`src/rtl/bacs_pkg.sv`:
```
// ----------------------------------------------------------------------------
// bacs_pkg
// Shared types, codes and the divider step for the blit area set-up block.
// ----------------------------------------------------------------------------
package bacs_pkg;

    // output coordinate range, signed
    localparam int COORD_BITS = 16;
    // internal coordinate width, wide enough for every intermediate value
    localparam int CW         = 20;
    // divider: numerator is a 16 x 15 product, quotient is known to fit 15 bits
    localparam int NUM_W      = 31;
    localparam int DEN_W      = 16;
    localparam int QUO_W      = 15;
    localparam int DIV_STEP   = 3;
    localparam int DIV_STAGES = QUO_W / DIV_STEP;

    typedef logic signed [CW-1:0] t_coord;

    typedef enum logic [1:0] {
        ST_REJECT = 2'd0,
        ST_COPY   = 2'd1,
        ST_SCALED = 2'd2
    } t_status;

    typedef enum logic [1:0] {
        KIND_SRC  = 2'd0,
        KIND_DST  = 2'd1,
        KIND_CLIP = 2'd2
    } t_kind;

    typedef enum logic [2:0] {
        REG_DEST_W   = 3'd0,
        REG_DEST_H   = 3'd1,
        REG_CLIP_EN  = 3'd2,
        REG_CLIP_L   = 3'd3,
        REG_CLIP_T   = 3'd4,
        REG_CLIP_W   = 3'd5,
        REG_CLIP_H   = 3'd6
    } t_cfg_reg;

    // one axis of a request in flight
    typedef struct packed {
        t_coord sp;
        t_coord ss;
        t_coord dp;
        t_coord ds;
        t_coord cp;
        t_coord cs;
        t_coord smax;
        logic   trim;
    } t_axis;

    typedef struct packed {
        logic  ok;
        logic  same;
        t_axis ax;
        t_axis ay;
    } t_pipe;

    typedef struct packed {
        logic [NUM_W-1:0] rem;
        logic [QUO_W-1:0] quo;
    } t_div;

    // DIV_STEP restoring steps, quotient bits top down to top-DIV_STEP+1
    function automatic t_div f_div_step(t_div a, logic [DEN_W-1:0] den, int top);
        t_div         r;
        logic [NUM_W:0] sh;
        r = a;
        for (int j = 0; j < DIV_STEP; j++) begin
            sh = (NUM_W+1)'(den) << (top - j);
            if ({1'b0, r.rem} >= sh) begin
                r.rem = NUM_W'({1'b0, r.rem} - sh);
                r.quo[top - j] = 1'b1;
            end
        end
        return r;
    endfunction

endpackage

```
`src/rtl/bacs_div.sv`:
```
// ----------------------------------------------------------------------------
// bacs_div
// Pipelined unsigned restoring divider, x and y lanes side by side,
// DIV_STEP quotient bits per stage, request state carried alongside.
// ----------------------------------------------------------------------------
module bacs_div (
    input  logic                          i_clk,
    input  logic                          i_rst_n,
    input  logic                          i_valid,
    input  bacs_pkg::t_pipe               i_pay,
    input  logic [bacs_pkg::NUM_W-1:0]    i_num_x,
    input  logic [bacs_pkg::NUM_W-1:0]    i_num_y,
    input  logic [bacs_pkg::DEN_W-1:0]    i_den_x,
    input  logic [bacs_pkg::DEN_W-1:0]    i_den_y,
    output logic                          o_valid,
    output bacs_pkg::t_pipe               o_pay,
    output logic [bacs_pkg::QUO_W-1:0]    o_quo_x,
    output logic [bacs_pkg::QUO_W-1:0]    o_quo_y
);
    localparam int NS = bacs_pkg::DIV_STAGES;

    logic                       r_vld   [NS];
    bacs_pkg::t_pipe            r_pay   [NS];
    bacs_pkg::t_div             r_x     [NS];
    bacs_pkg::t_div             r_y     [NS];
    logic [bacs_pkg::DEN_W-1:0] r_den_x [NS];
    logic [bacs_pkg::DEN_W-1:0] r_den_y [NS];

    for (genvar g = 0; g < NS; g++) begin : g_stage
        logic                       w_vld;
        bacs_pkg::t_pipe            w_pay;
        bacs_pkg::t_div             w_x;
        bacs_pkg::t_div             w_y;
        logic [bacs_pkg::DEN_W-1:0] w_den_x;
        logic [bacs_pkg::DEN_W-1:0] w_den_y;

        if (g == 0) begin : g_first
            assign w_vld   = i_valid;
            assign w_pay   = i_pay;
            assign w_x     = '{rem: i_num_x, quo: '0};
            assign w_y     = '{rem: i_num_y, quo: '0};
            assign w_den_x = i_den_x;
            assign w_den_y = i_den_y;
        end else begin : g_next
            assign w_vld   = r_vld[g-1];
            assign w_pay   = r_pay[g-1];
            assign w_x     = r_x[g-1];
            assign w_y     = r_y[g-1];
            assign w_den_x = r_den_x[g-1];
            assign w_den_y = r_den_y[g-1];
        end

        always_ff @(posedge i_clk) begin
            if (!i_rst_n) begin
                r_vld[g] <= 1'b0;
            end else begin
                r_vld[g] <= w_vld;
            end
        end

        always_ff @(posedge i_clk) begin
            r_pay[g]   <= w_pay;
            r_den_x[g] <= w_den_x;
            r_den_y[g] <= w_den_y;
            r_x[g] <= bacs_pkg::f_div_step(w_x, w_den_x,
                          bacs_pkg::QUO_W - 1 - g * bacs_pkg::DIV_STEP);
            r_y[g] <= bacs_pkg::f_div_step(w_y, w_den_y,
                          bacs_pkg::QUO_W - 1 - g * bacs_pkg::DIV_STEP);
        end
    end

    assign o_valid = r_vld[NS-1];
    assign o_pay   = r_pay[NS-1];
    assign o_quo_x = r_x[NS-1].quo;
    assign o_quo_y = r_y[NS-1].quo;

endmodule

```
`config.mk`:
```
export PLATFORM = sky130hd
export DESIGN_NAME = bacs_div
export DESIGN_NICKNAME = d
export VERILOG_FILES = /design/src/rtl/bacs_pkg.sv /design/src/rtl/bacs_div.sv
export SDC_FILE = /design/constraint.sdc
export NUM_CORES = 2
export LEC_CHECK = 0
export BUFFER_PORTS_ARGS = -buffer_cell sky130_fd_sc_hd__buf_2
export CORE_UTILIZATION = 42
export DETAILED_ROUTE_END_ITERATION = 10
export GPL_TIMING_DRIVEN = 0
export PLACE_DENSITY = 0.65
export SLEW_MARGIN = 40
export SYNTH_ARGS = -nofsm -noshare
export SYNTH_HDL_FRONTEND = slang
export SYNTH_SLANG_ARGS = --single-unit
```
`constraint.sdc`:
```
create_clock -name i_clk -period 27.4 [get_ports i_clk]
set_input_delay 4.11 -clock i_clk [delete_from_list [all_inputs] [get_ports i_clk]]
set_output_delay 4.11 -clock i_clk [all_outputs]
set_load 0.01 [all_outputs]
```
Word-level counts from Yosys, hierarchy flattened
Memory sizes are Yosys's and may differ from the RTL's.
Cells that the tools add are included.
{"block": "word_totals", "ff_bits": 0, "mem_bits_rw": 2045, "word_cells": 136, "mem_count": 6}
{"memory": "r_pay", "words": 5, "width": 284, "rd": 5, "rd_ports_with_merged_regs": 0, "write_ports": 5, "line": "bacs_div.sv:23", "text": "bacs_pkg::t_pipe r_pay [NS];"}
{"memory": "r_x", "words": 5, "width": 46, "rd": 5, "rd_ports_with_merged_regs": 0, "write_ports": 5, "line": "bacs_div.sv:24", "text": "bacs_pkg::t_div r_x [NS];"}
{"memory": "r_y", "words": 5, "width": 46, "rd": 5, "rd_ports_with_merged_regs": 0, "write_ports": 5, "line": "bacs_div.sv:25", "text": "bacs_pkg::t_div r_y [NS];"}
{"memory": "r_den_x", "words": 5, "width": 16, "rd": 4, "rd_ports_with_merged_regs": 0, "write_ports": 5, "line": "bacs_div.sv:26", "text": "logic [bacs_pkg::DEN_W-1:0] r_den_x [NS];"}
{"memory": "r_den_y", "words": 5, "width": 16, "rd": 4, "rd_ports_with_merged_regs": 0, "write_ports": 5, "line": "bacs_div.sv:27", "text": "logic [bacs_pkg::DEN_W-1:0] r_den_y [NS];"}
{"memory": "r_vld", "words": 5, "width": 1, "rd": 5, "rd_ports_with_merged_regs": 0, "write_ports": 5, "line": "bacs_div.sv:22", "text": "logic r_vld [NS];"}
{"block": "op_classes", "add_sub_neg": 30, "magnitude_cmp": 30, "n_mux": 65, "bitwise": 5}
{"cell": "$mux W31", "count": 28}
{"cell": "$mux W32", "count": 2}
{"cell": "$ge A31 B16 Y1", "count": 2}
{"cell": "$ge A31 B17 Y1", "count": 2}
{"cell": "$ge A31 B18 Y1", "count": 2}
{"cell": "$ge A31 B19 Y1", "count": 2}
{"cell": "$ge A31 B20 Y1", "count": 2}
{"cell": "$ge A31 B21 Y1", "count": 2}
{"cell": "$ge A31 B22 Y1", "count": 2}
{"cell": "$ge A31 B23 Y1", "count": 2}
{"cell": "$ge A31 B24 Y1", "count": 2}
{"cell": "$ge A31 B25 Y1", "count": 2}
{"cell": "$ge A31 B26 Y1", "count": 2}
{"cell": "$ge A31 B27 Y1", "count": 2}
{"cell": "$ge A31 B28 Y1", "count": 2}
{"cell": "$ge A31 B29 Y1", "count": 2}
{"cell": "$ge A31 B30 Y1", "count": 2}
{"cell": "$sub A31 B16 Y31", "count": 2}
{"cell": "$sub A31 B17 Y31", "count": 2}
{"cell": "$sub A31 B18 Y31", "count": 2}
{"cell": "$sub A31 B19 Y31", "count": 2}
{"cell": "$sub A31 B20 Y31", "count": 2}
{"cell": "$sub A31 B21 Y31", "count": 2}
{"cell": "$sub A31 B22 Y31", "count": 2}
{"cell": "other kinds (10)", "count": 56}

Longest topological paths before layout
An unclocked memory read counts as a cell.
{"block": "logic_depth", "word_depth": 7, "ltp_mapped": 49, "ltp_nobuf": 43}

Least setup slack after synthesis
Ideal clock, no wire load.
{"block": "synth_path", "path_kind": "input to register", "startpoint": "input port i_den_y[11] (netlist bit)", "endpoint": "memory r_y[0][38] (netlist bit)", "setup_time_ps": 121, "arrival_time_ps": 12450, "required_time_ps": 27279, "slack_ps": 14829, "cell_stages": 42, "path_buffers": 6, "cell_sequence": "inv_1 > ha_1 > clkbuf_1 > nand2_1 > or3_1 > or2_2 > nor3_1 > a221o_1 > o31ai_1 > nand3_1 > clkbuf_1 > mux2_2 > ha_1 > a21boi_0 > o21ai_0 > a21boi_0 > o21ai_0 > a31oi_1 > (+6 left out) > a21oi_1 > inv_1 > ha_1 > nor2b_1 > o21ai_0 > a21boi_0 > o21ai_0 > a21boi_0 > o21ai_0 > a21o_1 > a311oi_1 > o21a_1 > o21ai_0 > a21oi_1 > or4_1 > clkbuf_1 > buf_1 > mux2_2"}
{"element": "start: declaration", "line": "bacs_div.sv:14", "text": "input logic [bacs_pkg::DEN_W-1:0] i_den_y,"}
{"element": "end: declaration", "line": "bacs_div.sv:25"}

==> impl_metrics.py <==
metrics = {
    "critical_path": {
        "crit_slowest_cell": "buf_1",
        "critPathRequiredTime_ns": 28.09,
        "end_kind": "flop",
        "cpLargestDelayFamily": "compound AO/OA/AOI/OAI gates",
        "reg2reg_slack_ns": 14.37,
        "worst_setup_path_start_kind": "input port",
        "arrival_ns": 14.91,
        "path_buf_inv": 9,
        "critPathMaxStageDelay_ns": 0.50,
        "timing.critical_path.mode_cell": "o21ai_0",
        "criticalPathCategory": "input port to flop",
        "cp_max_fo": 10,
    },
    "synthesis": {
        "synth_top_family_by_area": "compound AO/OA/AOI/OAI gates",
        "synth_common_cells": "dfxtp_1, nand2_1, ha_1",
        "synth_top_flop_cell": "dfxtp_1",
        "synth_cell_types": 93,
        "synth_edf_count": 0,
        "synth-seq-cells": 1891,
        "synthArstFlopShare_pct": 0,
        "syn-num-nets": 7617,
        "yosysWarnings": 0,
        "muxShareOfSynthArea_pct": 2.59,
        "synth_top_area_share_pct": 54.2,
        "ys_seq_area_share_pct": 54.2,
        "syn_inst": 6728,
        "synth_top_cell_by_area": "dfxtp_1",
        "synth_compound_gate_area_share_pct": 13.5,
        "synth-xor-area-share_pct": 5.42,
        "synth_fa_ha_area_share_pct": 9.40,
        "syn_area_per_cell_um2": 10.4,
        "yosys-top-cells-area": "dfxtp_1, ha_1, xnor2_1",
        "synth_most_common_cell": "dfxtp_1",
        "synth_area_um2": 69800,
        "synthSimpleGateAreaFrac_pct": 12.2,
    },
    "die": {
        "die_w_um": 410,
        "coreArea_um2": 165000,
        "initial_core_util_pct": 42.3,
        "fp.dieH_um": 410,
        "dieArea_um2": 168000,
        "rows": 149,
        "ioPinCount": 696,
    },
    "cts": {
        "cts_max_level": 4,
        "post_cts_buffers": 0,
        "clkTransAtPathRegs_ns": 0.06,
        "cts_buffers": 176,
        "max-clock-path-buffers": 3,
        "cts_root_buffer": "clkbuf_16",
        "holdBufCountCts": 0,
        "clock_sinks": 1891,
        "cts_tree": "yes",
        "post_cts_resized": 0,
        "insertion_delay_ns": 0.81,
    },
    "detailed_routing": {
        "wire_per_inst_um": 15.9,
        "drtIter0Drc": 2790,
        "dr.pass1.iters": 10,
        "postRouteAntennaNets": 0,
        "dr_total_vias": 49700,
        "drc": 148,
        "drt_wl_total_um": 158000,
        "via_per_inst": 5.00,
    },
    "sta": {
        "post-route-period-util_pct": 51.9,
        "final.setup_skew_ns": 0.0435,
        "hold_viol_final": 0,
        "final-setup-viol-count": 0,
        "slew_violations": 0,
        "fmax_mhz": 70.3,
        "rsz0062_at_grt": "false",
        "slew_headroom_pct": 45.7,
        "finalCriticalPeriod_ns": 14.22,
        "tns_ns": 0,
        "worst_pin_slew_ns": 0.795,
    },
    "finish": {
        "syn2layout_area_growth_pct": 18.0,
        "drive_gt1_share_pct": 15.7,
        "num-nets-final": 8490,
    },
    "global_routing": {
        "grt_pass1_wl_um": 249000,
        "gr-usage-met1_pct": 22.4,
        "grt-ovfl-total": 0,
        "grt_usage_pct": 18.2,
        "use_met2_pct": 31.2,
        "grt_max_degree": 17,
        "grt-busiest-layer": "met2",
        "grtUsageMet3_pct": 3.77,
        "antenna_found_initial": 12,
        "grt_pass1_vias": 48400,
    },
    "place": {
        "portBuffers": 695,
        "place_congestion": 0.908,
        "hpwl_um": 125000,
    },
    "outcome": {
        "status": "finished, violations left",
        "violations": "DRC",
    },
    "flow_run": {
        "max-cap-violations": 0,
    },
    "worst_hold_path": {
        "hp-class": "flop to flop",
    },
}
worst paths after layout:
kind,depth (start not counted),to,start
setup / recovery,45,r_y[0][42]$_DFF_P_,i_den_y[11]
hold / removal,0,r_pay[2][187]$_DFF_P_,r_pay[1][187]$_DFF_P_
setup reg to reg,47,r_x[0][84]$_DFF_P_,r_den_x[0][0]$_DFF_P_
hold reg to reg,0,r_pay[2][187]$_DFF_P_,r_pay[1][187]$_DFF_P_
per-stage QoR:
stage / utilization (%) / cells / setup WS [ns] / cell area, um^2 / hold WS, ns
global route: 49.9 / 9934 / 12.28 / 82400 / 0.311
floorplan: - / 6728 / 14.83 / 69800 / 0.310
CTS: 49.9 / 9933 / 13.21 / 82300 / 0.295
finish: 49.9 / 9939 / 13.18 / 82400 / 0.296
detailed placement: 46.1 / 9612 / 12.36 / 76100 / 0.312
global placement: 46.1 / 9612 / 12.63 / 76000 / 0.309
placed cells by master, fill, tap and decap left out, types with 15 or more instances in the layout:
cell type / synthesis / routed
nor2_1: 479 / 479
and3_1: 40 / 40
buf_2: 13 / 708
o21bai_1: 38 / 38
a21oi_1: 453 / 453
mux2i_1: 38 / 38
inv_1: 374 / 374
fa_1: 28 / 28
o21ai_0: 366 / 366
nand4_1: 101 / 101
clkinv_2: 0 / 20
xnor2_1: 285 / 285
mux2_2: 126 / 126
buf_1: 16 / 16
or3_1: 41 / 41
a21o_1: 170 / 170
o21a_1: 74 / 74
nand3_1: 93 / 93
nor3_1: 108 / 107
and2_1: 42 / 42
nand2b_1: 65 / 65
or2_2: 32 / 32
xor2_1: 147 / 147
nor4_1: 59 / 58
nor2b_1: 86 / 86
o31ai_1: 54 / 53
a211oi_1: 43 / 43
bufinv_16: 0 / 19
a21boi_0: 43 / 43
a31oi_1: 43 / 43
dfxtp_1: 1891 / 1891
clkbuf_16: 0 / 176
clkbuf_1: 75 / 101
and4_1: 15 / 15
o211ai_1: 32 / 32
or4_1: 27 / 27
nand2_1: 482 / 482
ha_1: 480 / 480
clkbuf_8: 0 / 38
layout make-up:
cell class	count	area [um^2]
clock inverters	81	1240
multi-input cells	4350	30100
inverters	378	1420
repair buffers	695	3480
plain buffers	109	452
well taps	2189	2740
diodes	6	15.0
flip-flops and latches	1891	37900
fillers	14800	82600
clock buffers	240	5020
flip-flops by register name, indices dropped and copies added (netlist names):
register  cells
r_pay      1420
r_vld         5
r_den_x      64
r_x         169
r_y         169
r_den_y      64
worst reg2reg max path, delay by kind of cell, from the launching register on:
kind                     cells  cell delay, ns
flip-flops                   1            0.40
buffers and inverters       10            2.73
adder cells (fa/ha/maj)      4            1.40
AO/OA/AOI/OAI               22            6.49
multiplexers                 1            0.21
AND/OR/NAND/NOR             10            1.63
per-layer routing:
layer	vias up	part of all wire (%)	wire, um
li1	25300	-	-
met5	-	0.051	80
met4	10	3.2	5080
met3	274	5.6	8840
met1	22900	44	69200
met2	1257	47	74700
cells by family after synthesis:
logic type      after synthesis
buf+inv                     487
flops                      1891
simple gates               1746
fa+ha+maj                   508
compound gates             1499
mux                         165
xor+xnor                    432
Power is not shown: default switching activity piles up to over one toggle a cycle in this logic, so the estimate is an artifact.
